===== src/hw/rtl/crcfp_pkg.sv =====
// Shared types, constants and the CRC-16 byte update for the checked frame parser.
package crcfp_pkg;

    localparam int HDR_BYTES     = 12;
    localparam int CRC_HDR_BYTES = 10;
    localparam int COUNT_W       = 17;
    localparam logic [COUNT_W-1:0] COUNT_MAX = {COUNT_W{1'b1}};

    localparam logic [15:0] CRC_INIT = 16'hFFFF;
    localparam logic [15:0] CRC_POLY = 16'hA001;

    localparam logic [15:0] MAX_PAYLOAD_RESET = 16'd1024;

    // Configuration register indexes.
    localparam logic [1:0] REG_MAGIC       = 2'd0;
    localparam logic [1:0] REG_VERSION     = 2'd1;
    localparam logic [1:0] REG_MAX_PAYLOAD = 2'd2;

    // Frame status codes, in the order they are checked.
    localparam logic [2:0] ST_OK        = 3'd0;
    localparam logic [2:0] ST_SHORT     = 3'd1;
    localparam logic [2:0] ST_MAGIC     = 3'd2;
    localparam logic [2:0] ST_VERSION   = 3'd3;
    localparam logic [2:0] ST_TOO_LONG  = 3'd4;
    localparam logic [2:0] ST_TRUNCATED = 3'd5;
    localparam logic [2:0] ST_CRC       = 3'd6;

    localparam logic KIND_PAYLOAD = 1'b0;
    localparam logic KIND_STATUS  = 1'b1;

    localparam int FIFO_DEPTH = 4;
    localparam int PTR_W      = $clog2(FIFO_DEPTH);
    localparam int CNT_W      = $clog2(FIFO_DEPTH + 1);

    typedef struct packed {
        logic [15:0] magic;
        logic [7:0]  version;
        logic [15:0] max_payload;
    } cfg_t;

    typedef struct packed {
        logic        kind;
        logic [7:0]  payload_byte;
        logic [15:0] payload_index;
        logic [2:0]  status;
        logic [7:0]  frame_type;
        logic [31:0] sequence_res;
        logic [15:0] payload_length;
        logic        last;
    } res_t;

    // Up to two results per accepted byte; the first always sits in res_a.
    typedef struct packed {
        logic valid_a;
        logic valid_b;
        res_t res_a;
        res_t res_b;
    } wr_t;

    function automatic logic [15:0] crc16_byte(input logic [15:0] crc, input logic [7:0] b);
        logic [15:0] c;
        c = crc ^ {8'h00, b};
        for (int k = 0; k < 8; k++)
        begin
            if (c[0])
                c = (c >> 1) ^ CRC_POLY;
            else
                c = c >> 1;
        end
        return c;
    endfunction

endpackage


===== src/hw/rtl/crc16_checked_frame_parser_top.sv =====
// Top level of the CRC-16 checked frame parser: configuration registers and channel wiring.
//
//  channel | signals                                   | role
//  --------+-------------------------------------------+------------------------------
//  byte    | byte_valid, byte_stall, in_byte,          | received bytes in
//          | end_of_buffer                             |
//  res     | res_valid, res_stall, kind, payload_byte, | payload bytes and frame status
//          | payload_index, status, frame_type,        |
//          | sequence_res, payload_length, last        |
//  cfg     | cfg_we, cfg_index, cfg_wdata              | register writes, no read-back
//
// One byte is taken per cycle while byte_stall is low; its CRC step and header checks
// are combinational between the parser registers and a four-entry result queue.
// A byte yields at most two results; the queue delivers one per transfer, so a
// payload byte ending the buffer yields two transfers out.
// byte_stall rises only when the queue has fewer than two free entries.
// Reset clears the parser state, the queue and the registers (max payload 1024).
module crc16_checked_frame_parser_top (
    input  logic        clk,
    input  logic        rst_n,
    input  logic        byte_valid,
    output logic        byte_stall,
    input  logic [7:0]  in_byte,
    input  logic        end_of_buffer,
    output logic        res_valid,
    input  logic        res_stall,
    output logic        kind,
    output logic [7:0]  payload_byte,
    output logic [15:0] payload_index,
    output logic [2:0]  status,
    output logic [7:0]  frame_type,
    output logic [31:0] sequence_res,
    output logic [15:0] payload_length,
    output logic        last,
    input  logic        cfg_we,
    input  logic [1:0]  cfg_index,
    input  logic [15:0] cfg_wdata
);

    crcfp_pkg::cfg_t cfg_reg;
    crcfp_pkg::wr_t  wr;
    crcfp_pkg::res_t res;
    logic space;
    logic accept;

    always_ff @(posedge clk or negedge rst_n)
    begin
        if (!rst_n)
        begin
            cfg_reg.magic       <= '0;
            cfg_reg.version     <= '0;
            cfg_reg.max_payload <= crcfp_pkg::MAX_PAYLOAD_RESET;
        end
        else if (cfg_we)
        begin
            unique case (cfg_index)
                crcfp_pkg::REG_MAGIC:       cfg_reg.magic       <= cfg_wdata;
                crcfp_pkg::REG_VERSION:     cfg_reg.version     <= cfg_wdata[7:0];
                crcfp_pkg::REG_MAX_PAYLOAD: cfg_reg.max_payload <= cfg_wdata;
                default: ;
            endcase
        end
    end

    assign byte_stall = !space;
    assign accept     = byte_valid && space;

    crcfp_parser u_parser (
        .clk           (clk),
        .rst_n         (rst_n),
        .accept        (accept),
        .in_byte       (in_byte),
        .end_of_buffer (end_of_buffer),
        .cfg           (cfg_reg),
        .wr            (wr)
    );

    crcfp_res_fifo u_fifo (
        .clk       (clk),
        .rst_n     (rst_n),
        .wr        (wr),
        .space     (space),
        .res_valid (res_valid),
        .res_stall (res_stall),
        .res       (res)
    );

    assign kind           = res.kind;
    assign payload_byte   = res.payload_byte;
    assign payload_index  = res.payload_index;
    assign status         = res.status;
    assign frame_type     = res.frame_type;
    assign sequence_res   = res.sequence_res;
    assign payload_length = res.payload_length;
    assign last           = res.last;

endmodule


===== src/hw/rtl/crcfp_parser.sv =====
// Header capture, running CRC and result generation for each received byte.
module crcfp_parser (
    input  logic                 clk,
    input  logic                 rst_n,
    input  logic                 accept,
    input  logic [7:0]           in_byte,
    input  logic                 end_of_buffer,
    input  crcfp_pkg::cfg_t      cfg,
    output crcfp_pkg::wr_t       wr
);

    logic [crcfp_pkg::COUNT_W-1:0] count_reg;
    logic [15:0] crc_reg, crc_next;
    logic [15:0] magic_reg, magic_next;
    logic [7:0]  version_reg, version_next;
    logic [7:0]  type_reg, type_next;
    logic [31:0] seq_reg, seq_next;
    logic [15:0] length_reg, length_next;
    logic [15:0] gcrc_reg, gcrc_next;

    logic [crcfp_pkg::COUNT_W-1:0] pay_end;
    logic [crcfp_pkg::COUNT_W:0]   total;
    logic in_hdr, in_crc_hdr, in_payload, hdr_ok, emit_pay;
    logic [2:0] st;
    crcfp_pkg::res_t pay_res, stat_res;

    assign in_hdr     = count_reg < crcfp_pkg::COUNT_W'(crcfp_pkg::HDR_BYTES);
    assign in_crc_hdr = count_reg < crcfp_pkg::COUNT_W'(crcfp_pkg::CRC_HDR_BYTES);

    always_comb
    begin
        magic_next   = magic_reg;
        version_next = version_reg;
        type_next    = type_reg;
        seq_next     = seq_reg;
        length_next  = length_reg;
        gcrc_next    = gcrc_reg;
        if (in_hdr)
        begin
            case (count_reg[3:0])
                4'd0:    magic_next[7:0]    = in_byte;
                4'd1:    magic_next[15:8]   = in_byte;
                4'd2:    version_next       = in_byte;
                4'd3:    type_next          = in_byte;
                4'd4:    seq_next[7:0]      = in_byte;
                4'd5:    seq_next[15:8]     = in_byte;
                4'd6:    seq_next[23:16]    = in_byte;
                4'd7:    seq_next[31:24]    = in_byte;
                4'd8:    length_next[7:0]   = in_byte;
                4'd9:    length_next[15:8]  = in_byte;
                4'd10:   gcrc_next[7:0]     = in_byte;
                4'd11:   gcrc_next[15:8]    = in_byte;
                default: ;
            endcase
        end
    end

    assign pay_end    = crcfp_pkg::COUNT_W'({1'b0, length_next})
                        + crcfp_pkg::COUNT_W'(crcfp_pkg::HDR_BYTES);
    assign in_payload = !in_hdr && (count_reg < pay_end);
    assign crc_next   = (in_crc_hdr || in_payload) ? crcfp_pkg::crc16_byte(crc_reg, in_byte)
                                                   : crc_reg;
    assign hdr_ok     = (magic_next == cfg.magic) && (version_next == cfg.version)
                        && (length_next <= cfg.max_payload);
    assign emit_pay   = in_payload && hdr_ok;

    // Bytes seen including this one; one bit wider than the saturating count.
    assign total = {1'b0, count_reg} + (crcfp_pkg::COUNT_W+1)'(1);

    always_comb
    begin
        if (total < (crcfp_pkg::COUNT_W+1)'(crcfp_pkg::HDR_BYTES))
            st = crcfp_pkg::ST_SHORT;
        else if (magic_next != cfg.magic)
            st = crcfp_pkg::ST_MAGIC;
        else if (version_next != cfg.version)
            st = crcfp_pkg::ST_VERSION;
        else if (length_next > cfg.max_payload)
            st = crcfp_pkg::ST_TOO_LONG;
        else if (total < {1'b0, pay_end})
            st = crcfp_pkg::ST_TRUNCATED;
        else if (crc_next != gcrc_next)
            st = crcfp_pkg::ST_CRC;
        else
            st = crcfp_pkg::ST_OK;
    end

    always_comb
    begin
        pay_res               = '0;
        pay_res.kind          = crcfp_pkg::KIND_PAYLOAD;
        pay_res.payload_byte  = in_byte;
        pay_res.payload_index = 16'(count_reg - crcfp_pkg::COUNT_W'(crcfp_pkg::HDR_BYTES));
        pay_res.last          = !end_of_buffer;

        stat_res        = '0;
        stat_res.kind   = crcfp_pkg::KIND_STATUS;
        stat_res.status = st;
        stat_res.last   = 1'b1;
        // A short buffer reports no header fields.
        if (st != crcfp_pkg::ST_SHORT)
        begin
            stat_res.frame_type     = type_next;
            stat_res.sequence_res   = seq_next;
            stat_res.payload_length = length_next;
        end
    end

    assign wr.valid_a = accept && (emit_pay || end_of_buffer);
    assign wr.valid_b = accept && emit_pay && end_of_buffer;
    assign wr.res_a   = emit_pay ? pay_res : stat_res;
    assign wr.res_b   = stat_res;

    always_ff @(posedge clk or negedge rst_n)
    begin
        if (!rst_n)
        begin
            count_reg   <= '0;
            crc_reg     <= crcfp_pkg::CRC_INIT;
            magic_reg   <= '0;
            version_reg <= '0;
            type_reg    <= '0;
            seq_reg     <= '0;
            length_reg  <= '0;
            gcrc_reg    <= '0;
        end
        else if (accept)
        begin
            if (end_of_buffer)
            begin
                count_reg   <= '0;
                crc_reg     <= crcfp_pkg::CRC_INIT;
                magic_reg   <= '0;
                version_reg <= '0;
                type_reg    <= '0;
                seq_reg     <= '0;
                length_reg  <= '0;
                gcrc_reg    <= '0;
            end
            else
            begin
                if (count_reg != crcfp_pkg::COUNT_MAX)
                    count_reg <= count_reg + crcfp_pkg::COUNT_W'(1);
                crc_reg     <= crc_next;
                magic_reg   <= magic_next;
                version_reg <= version_next;
                type_reg    <= type_next;
                seq_reg     <= seq_next;
                length_reg  <= length_next;
                gcrc_reg    <= gcrc_next;
            end
        end
    end

endmodule


===== src/hw/rtl/crcfp_res_fifo.sv =====
// Small result queue: takes up to two results per cycle and delivers one per transfer.
module crcfp_res_fifo (
    input  logic            clk,
    input  logic            rst_n,
    input  crcfp_pkg::wr_t  wr,
    output logic            space,
    output logic            res_valid,
    input  logic            res_stall,
    output crcfp_pkg::res_t res
);

    crcfp_pkg::res_t mem_reg [crcfp_pkg::FIFO_DEPTH];
    logic [crcfp_pkg::PTR_W-1:0] wr_ptr_reg, rd_ptr_reg, wr_ptr_b;
    logic [crcfp_pkg::CNT_W-1:0] count_reg, count_next;
    logic pop;

    // Room for two results is required before a byte may be taken.
    assign space     = count_reg <= crcfp_pkg::CNT_W'(crcfp_pkg::FIFO_DEPTH - 2);
    assign res_valid = count_reg != '0;
    assign res       = mem_reg[rd_ptr_reg];
    assign pop       = res_valid && !res_stall;
    assign wr_ptr_b  = wr_ptr_reg + crcfp_pkg::PTR_W'(1);

    assign count_next = count_reg + crcfp_pkg::CNT_W'(wr.valid_a)
                        + crcfp_pkg::CNT_W'(wr.valid_b) - crcfp_pkg::CNT_W'(pop);

    always_ff @(posedge clk)
    begin
        if (wr.valid_a)
            mem_reg[wr_ptr_reg] <= wr.res_a;
        if (wr.valid_b)
            mem_reg[wr_ptr_b] <= wr.res_b;
    end

    always_ff @(posedge clk or negedge rst_n)
    begin
        if (!rst_n)
        begin
            wr_ptr_reg <= '0;
            rd_ptr_reg <= '0;
            count_reg  <= '0;
        end
        else
        begin
            if (wr.valid_b)
                wr_ptr_reg <= wr_ptr_reg + crcfp_pkg::PTR_W'(2);
            else if (wr.valid_a)
                wr_ptr_reg <= wr_ptr_b;
            if (pop)
                rd_ptr_reg <= rd_ptr_reg + crcfp_pkg::PTR_W'(1);
            count_reg <= count_next;
        end
    end

    a_count_bound: assert property (@(posedge clk) disable iff (!rst_n)
        count_reg <= crcfp_pkg::CNT_W'(crcfp_pkg::FIFO_DEPTH))
        else $error("result queue count exceeds its depth");

    a_push_needs_space: assert property (@(posedge clk) disable iff (!rst_n)
        wr.valid_a |-> space)
        else $error("result pushed while the queue lacks room for two");

    a_second_after_first: assert property (@(posedge clk) disable iff (!rst_n)
        wr.valid_b |-> wr.valid_a)
        else $error("second result written without a first");

    a_pop_only: assert property (@(posedge clk) disable iff (!rst_n)
        (pop && !wr.valid_a) |=> (count_reg == $past(count_reg) - crcfp_pkg::CNT_W'(1)))
        else $error("queue count did not fall after a lone transfer out");

endmodule


===== config.mk =====
export PLATFORM = sky130hd
export DESIGN_NAME = crc16_checked_frame_parser_top
export DESIGN_NICKNAME = d
export VERILOG_FILES = /design/src/hw/rtl/crcfp_pkg.sv /design/src/hw/rtl/crc16_checked_frame_parser_top.sv /design/src/hw/rtl/crcfp_parser.sv /design/src/hw/rtl/crcfp_res_fifo.sv
export SDC_FILE = /design/constraint.sdc
export NUM_CORES = 1
export LEC_CHECK = 0
export BUFFER_PORTS_ARGS = -buffer_cell sky130_fd_sc_hd__buf_2
export CAP_MARGIN = 20
export CORE_MARGIN = 5
export CORE_UTILIZATION = 50
export DETAILED_ROUTE_END_ITERATION = 10
export PLACE_DENSITY = 0.7
export SETUP_SLACK_MARGIN = 0.4
export SKIP_LAST_GASP = 1
export SLEW_MARGIN = 20
export SYNTH_ARGS = -nofsm -noshare
export SYNTH_HDL_FRONTEND = slang
export SYNTH_SLANG_ARGS = --single-unit

===== constraint.sdc =====
create_clock -name clk -period 6.1 [get_ports clk]
set_input_delay 0.305 -clock clk [delete_from_list [all_inputs] [get_ports clk]]
set_output_delay 0.305 -clock clk [all_outputs]
set_load 0.1 [all_outputs]

==> metrics.md <==
| Metric | Value |
|---|---|
| Status | `complete, no violations` |
| CTS tree | `yes` |
| Max reg flops | `340` |
| Wire per inst | `23.76 um` |
| Slowest cell delay on critical path | `0.42 ns` |
| Final Wtd Congestion | `0.9312` |
| Mapped cell area | `25870 sq um` |
| Max_slew headroom | `0.3389` |
| CP top delay family | `adder cells` |
| Avg Cell Area, Syn | `11.17 sq um` |
| F_max | `183.7 MHz` |
| GRT Total Usage | `0.2603` |
| Fin crit period | `5.444 ns` |
| DPL Wire Length | `48.89 mm` |
| Worst path arrival time | `5.92 ns` |
| Synth Warn # | `0` |
| Cells after DPL | `3034` |
| Layout cells sized above 1 | `0.2069` |
| Final Hold Vio Count | `0` |
| CP max FO | `12` |
| Final setup viols | `0` |
| Crit start category | `flop` |
| Worst-Margin Slew | `0.9916 ns` |
| Synth Instances | `2316` |
| Cells along the critical path | `inv_1 > ha_1 > nor4b_2 > and4_1 > buf_4 > nand2_4 > mux2i_2 > inv_1 > xnor2_2 > ha_1 > and4_1 > a211oi_1 > a21oi_1 > o32ai_1 > a21oi_1 > o211ai_2 > nand4b_1 > buf_4 > nor2_4 > inv_1 > ha_1 > fa_1 > inv_1 > fa_1` |
| RSZ-0062 raised after global routing | `no` |
| Worst vdd ir | `0.4052 mV` |
| Via-to-Cell Ratio | `6.181` |
| Simple-Gate Fraction of Synth Area | `0.1198` |
| DIE AREA | `56390 sq um` |
| Antenna violations before repair | `0` |
| Max Slew Vio Count | `0` |
| Core Box Area | `51300 sq um` |
| Clk_skew | `0.01972 ns` |
| Sequential-to-total area share from yosys stat | `0.5255` |
| Slowest-stage cell, CP | `dfrtp_1` |
| Top-Level Pins | `119` |
| Synth Area in Adders | `0.03095` |
| Buf/Inv on CP | `6` |
| TritonCTS Sinks | `516` |
| First-pass GRT wire length | `115.2 mm` |
| Library cells used by synthesis | `93` |
| Die Height | `237.5 um` |
| Initial Util | `0.5043` |
| DR pass1 iterations | `8` |
| Final global-route overflow total | `0` |
| DR iter-0 viols | `2040` |
| Number of synthesized flops with an enable pin | `236` |
| PwrDens | `471.2 nW/um^2` |
| Multiplexer area fraction after synthesis | `0.1083` |
| CP required | `6.58 ns` |
| Setup crit end kind | `flop` |
| Final std cells w/o fill | `3150` |
| Number of CTS-inserted buffers | `53` |
| Port Buffers | `118` |
| Final WL | `74.83 mm` |
| Row Count | `83` |
| Compound-Gate Fraction of Synth Area | `0.1392` |
| Cell mode on critical path | `inv_1` |
| Area grow syn2layout | `13.90%` |
| Drt drc | `0` |
| Asr flop ratio synth | `0.3411` |
| Final period utilization | `0.8925` |
| Worst hold slack | `0.04917 ns` |
| Lkg Pwr | `11.47 nW` |
| Vias in the first global route | `19420` |
| Pin count of the biggest net entering global routing | `85` |
| Post-synthesis net count | `2410` |
| Maximum clock path buffer count | `3` |
| Clock H-tree levels | `2` |
| Setup_tns | `0 ns` |
| Die X | `237.5 um` |
| Seq cells post-synth | `516` |
| ANT cells | `0` |
| Via count | `19470` |
| Post-Synth XOR/XNOR Area | `0.03652` |
| Largest family of logic cells by synthesized area | `compound AO/OA/AOI/OAI gates` |
| Final-stage net count | `2520` |
| Min-Delay Path Class | `in2reg` |
| Routed Antenna Nets | `0` |
| Synth Flop Type | `edfxtp_1` |
| Pwr Total | `13.89 mW` |
| Clk_lat worst skew | `0.62 ns` |
| Critical path class | `reg2reg` |
| Max Cap Violations | `0` |
| Root buffer cell | `clkbuf_16` |
| Clock transition at path regs | `0.07 ns` |
| Final Core Density | `0.5743` |
[where the power goes]
part | internal (mW) | leakage, nW | switching [mW] | total [mW]
combinational | 1.80 | 5.57 | 4.14 | 5.94
clock | 1.85 | 0.857 | 1.40 | 3.25
sequential | 4.17 | 5.04 | 0.526 | 4.69
[metrics by stage]
step / setup WS [ns] / cell area (sq um)
detailed placement: 0.02407 / 27490
finish: 0.6558 / 29460
global route: 0.3841 / 29460
global placement: 0.2279 / 27490
CTS: 0.4363 / 29420
floorplan: 0.4440 / 25890
[timing repair]
item,CTS,global route
pin swaps,1,0
hold buffers,16,0
gates cloned,0,0
endpoints found under the setup margin,85,397
gates resized for setup,3,9
hold endpoints to repair,61,0
buffers inserted,1,0
[kinds of logic after synthesis]
group,Yosys count
and+or+nand+nor,699
muxes,166
adders and majority gates,63
DFF,516
buffers and inverters,253
AOI/OAI and AO/OA,512
xor gates and xnor gates,107
[cell usage after synthesis, types with 13 or more instances]
cell | count | share of area
dfrtp_1 | 159 | 0.15
o21ai_0 | 157 | 0.030
nor3_1 | 52 | 0.010
xor2_1 | 42 | 0.014
o2bb2ai_1 | 40 | 0.014
nand2_1 | 249 | 0.036
a22oi_1 | 60 | 0.017
nor2b_1 | 13 | 0.0031
inv_1 | 77 | 0.011
xnor2_1 | 64 | 0.022
dfstp_2 | 17 | 0.017
mux4_2 | 85 | 0.074
ha_1 | 60 | 0.029
clkbuf_1 | 110 | 0.016
a21oi_1 | 54 | 0.010
nand4_1 | 21 | 0.0051
dfxtp_1 | 104 | 0.080
edfxtp_1 | 236 | 0.27
nand3_1 | 37 | 0.0072
mux2i_1 | 22 | 0.0085
buf_2 | 38 | 0.0074
buf_1 | 17 | 0.0025
o22ai_1 | 19 | 0.0046
nor2_1 | 261 | 0.038
a22o_1 | 58 | 0.020
a21o_1 | 14 | 0.0041
mux2_2 | 57 | 0.025
[worst reg2reg max path, cell delays in order (launching register included)]
cell and delay (ns):
dfrtp_1 0.42, inv_1 0.09, ha_1 0.16, nor4b_2 0.30
and4_1 0.29, buf_4 0.19, nand2_4 0.13, mux2i_2 0.23
inv_1 0.13, xnor2_2 0.22, ha_1 0.27, and4_1 0.19
a211oi_1 0.23, a21oi_1 0.11, o32ai_1 0.30, a21oi_1 0.16
o211ai_2 0.22, nand4b_1 0.12, buf_4 0.18, nor2_4 0.16
inv_1 0.07, ha_1 0.29, fa_1 0.36, inv_1 0.08
fa_1 0.41
[metal layers]
metal	track usage	vias to the layer above	wire length [um]
li1	-	8711	-
met1	0.3534	9751	30090
met2	0.4271	864	36380
met3	0.04618	145	6120
met4	0.08956	0	2244
met5	0	-	0
[worst paths after layout]
| path | start | to | slack [ns] | depth (start not counted) |
|---|---|---|---|---|
| min | cfg_wdata[0] | cfg_reg[16] | 0.05 | 2 |
| min reg2reg | u_fifo.mem_reg[3][68] | u_fifo.mem_reg[3][68] | 0.46 | 1 |
| max in group asynchronous | rst_n | u_fifo.rd_ptr_reg[1] | 4.61 | 3 |
| min in group asynchronous | rst_n | u_parser.gcrc_reg[11] | 0.13 | 2 |
| max | u_parser.count_reg[2] | u_fifo.count_reg[1] | 0.66 | 24 |
| max reg2reg | u_parser.count_reg[2] | u_fifo.count_reg[1] | 0.66 | 24 |
[area by class of cell]
class                           instances  area [sq um]
Fill cell                            4263         21840
Inverter                               82         322.8
Sequential cell                       516         13600
Clock buffer                           79          1580
Multi-Input combinational cell       1547         11340
Clock inverter                         20         165.2
Timing Repair Buffer                  226          1602
Tap cell                              680         850.8
[layout by cell type, fill, tap and decap left out, types with 10 or more instances in the layout]
cell           instances
nor2_1               260
nand2_1              248
edfxtp_1             236
o21ai_0              157
dfrtp_1              157
buf_2                117
dfxtp_1              104
mux4_2                85
buf_4                 79
inv_1                 73
xnor2_1               63
a22oi_1               60
ha_1                  60
a22o_1                58
clkbuf_16             58
mux2_2                57
a21oi_1               52
nor3_1                51
xor2_1                42
o2bb2ai_1             40
nand3_1               36
mux2i_1               21
nand4_1               21
o22ai_1               19
dfstp_2               17
clkbuf_1              16
dlygate4sd3_1         16
a21o_1                14
and3_1                12
nor2b_1               12
buf_12                12
o22a_1                10
Power figures use the tool's default switching activity.
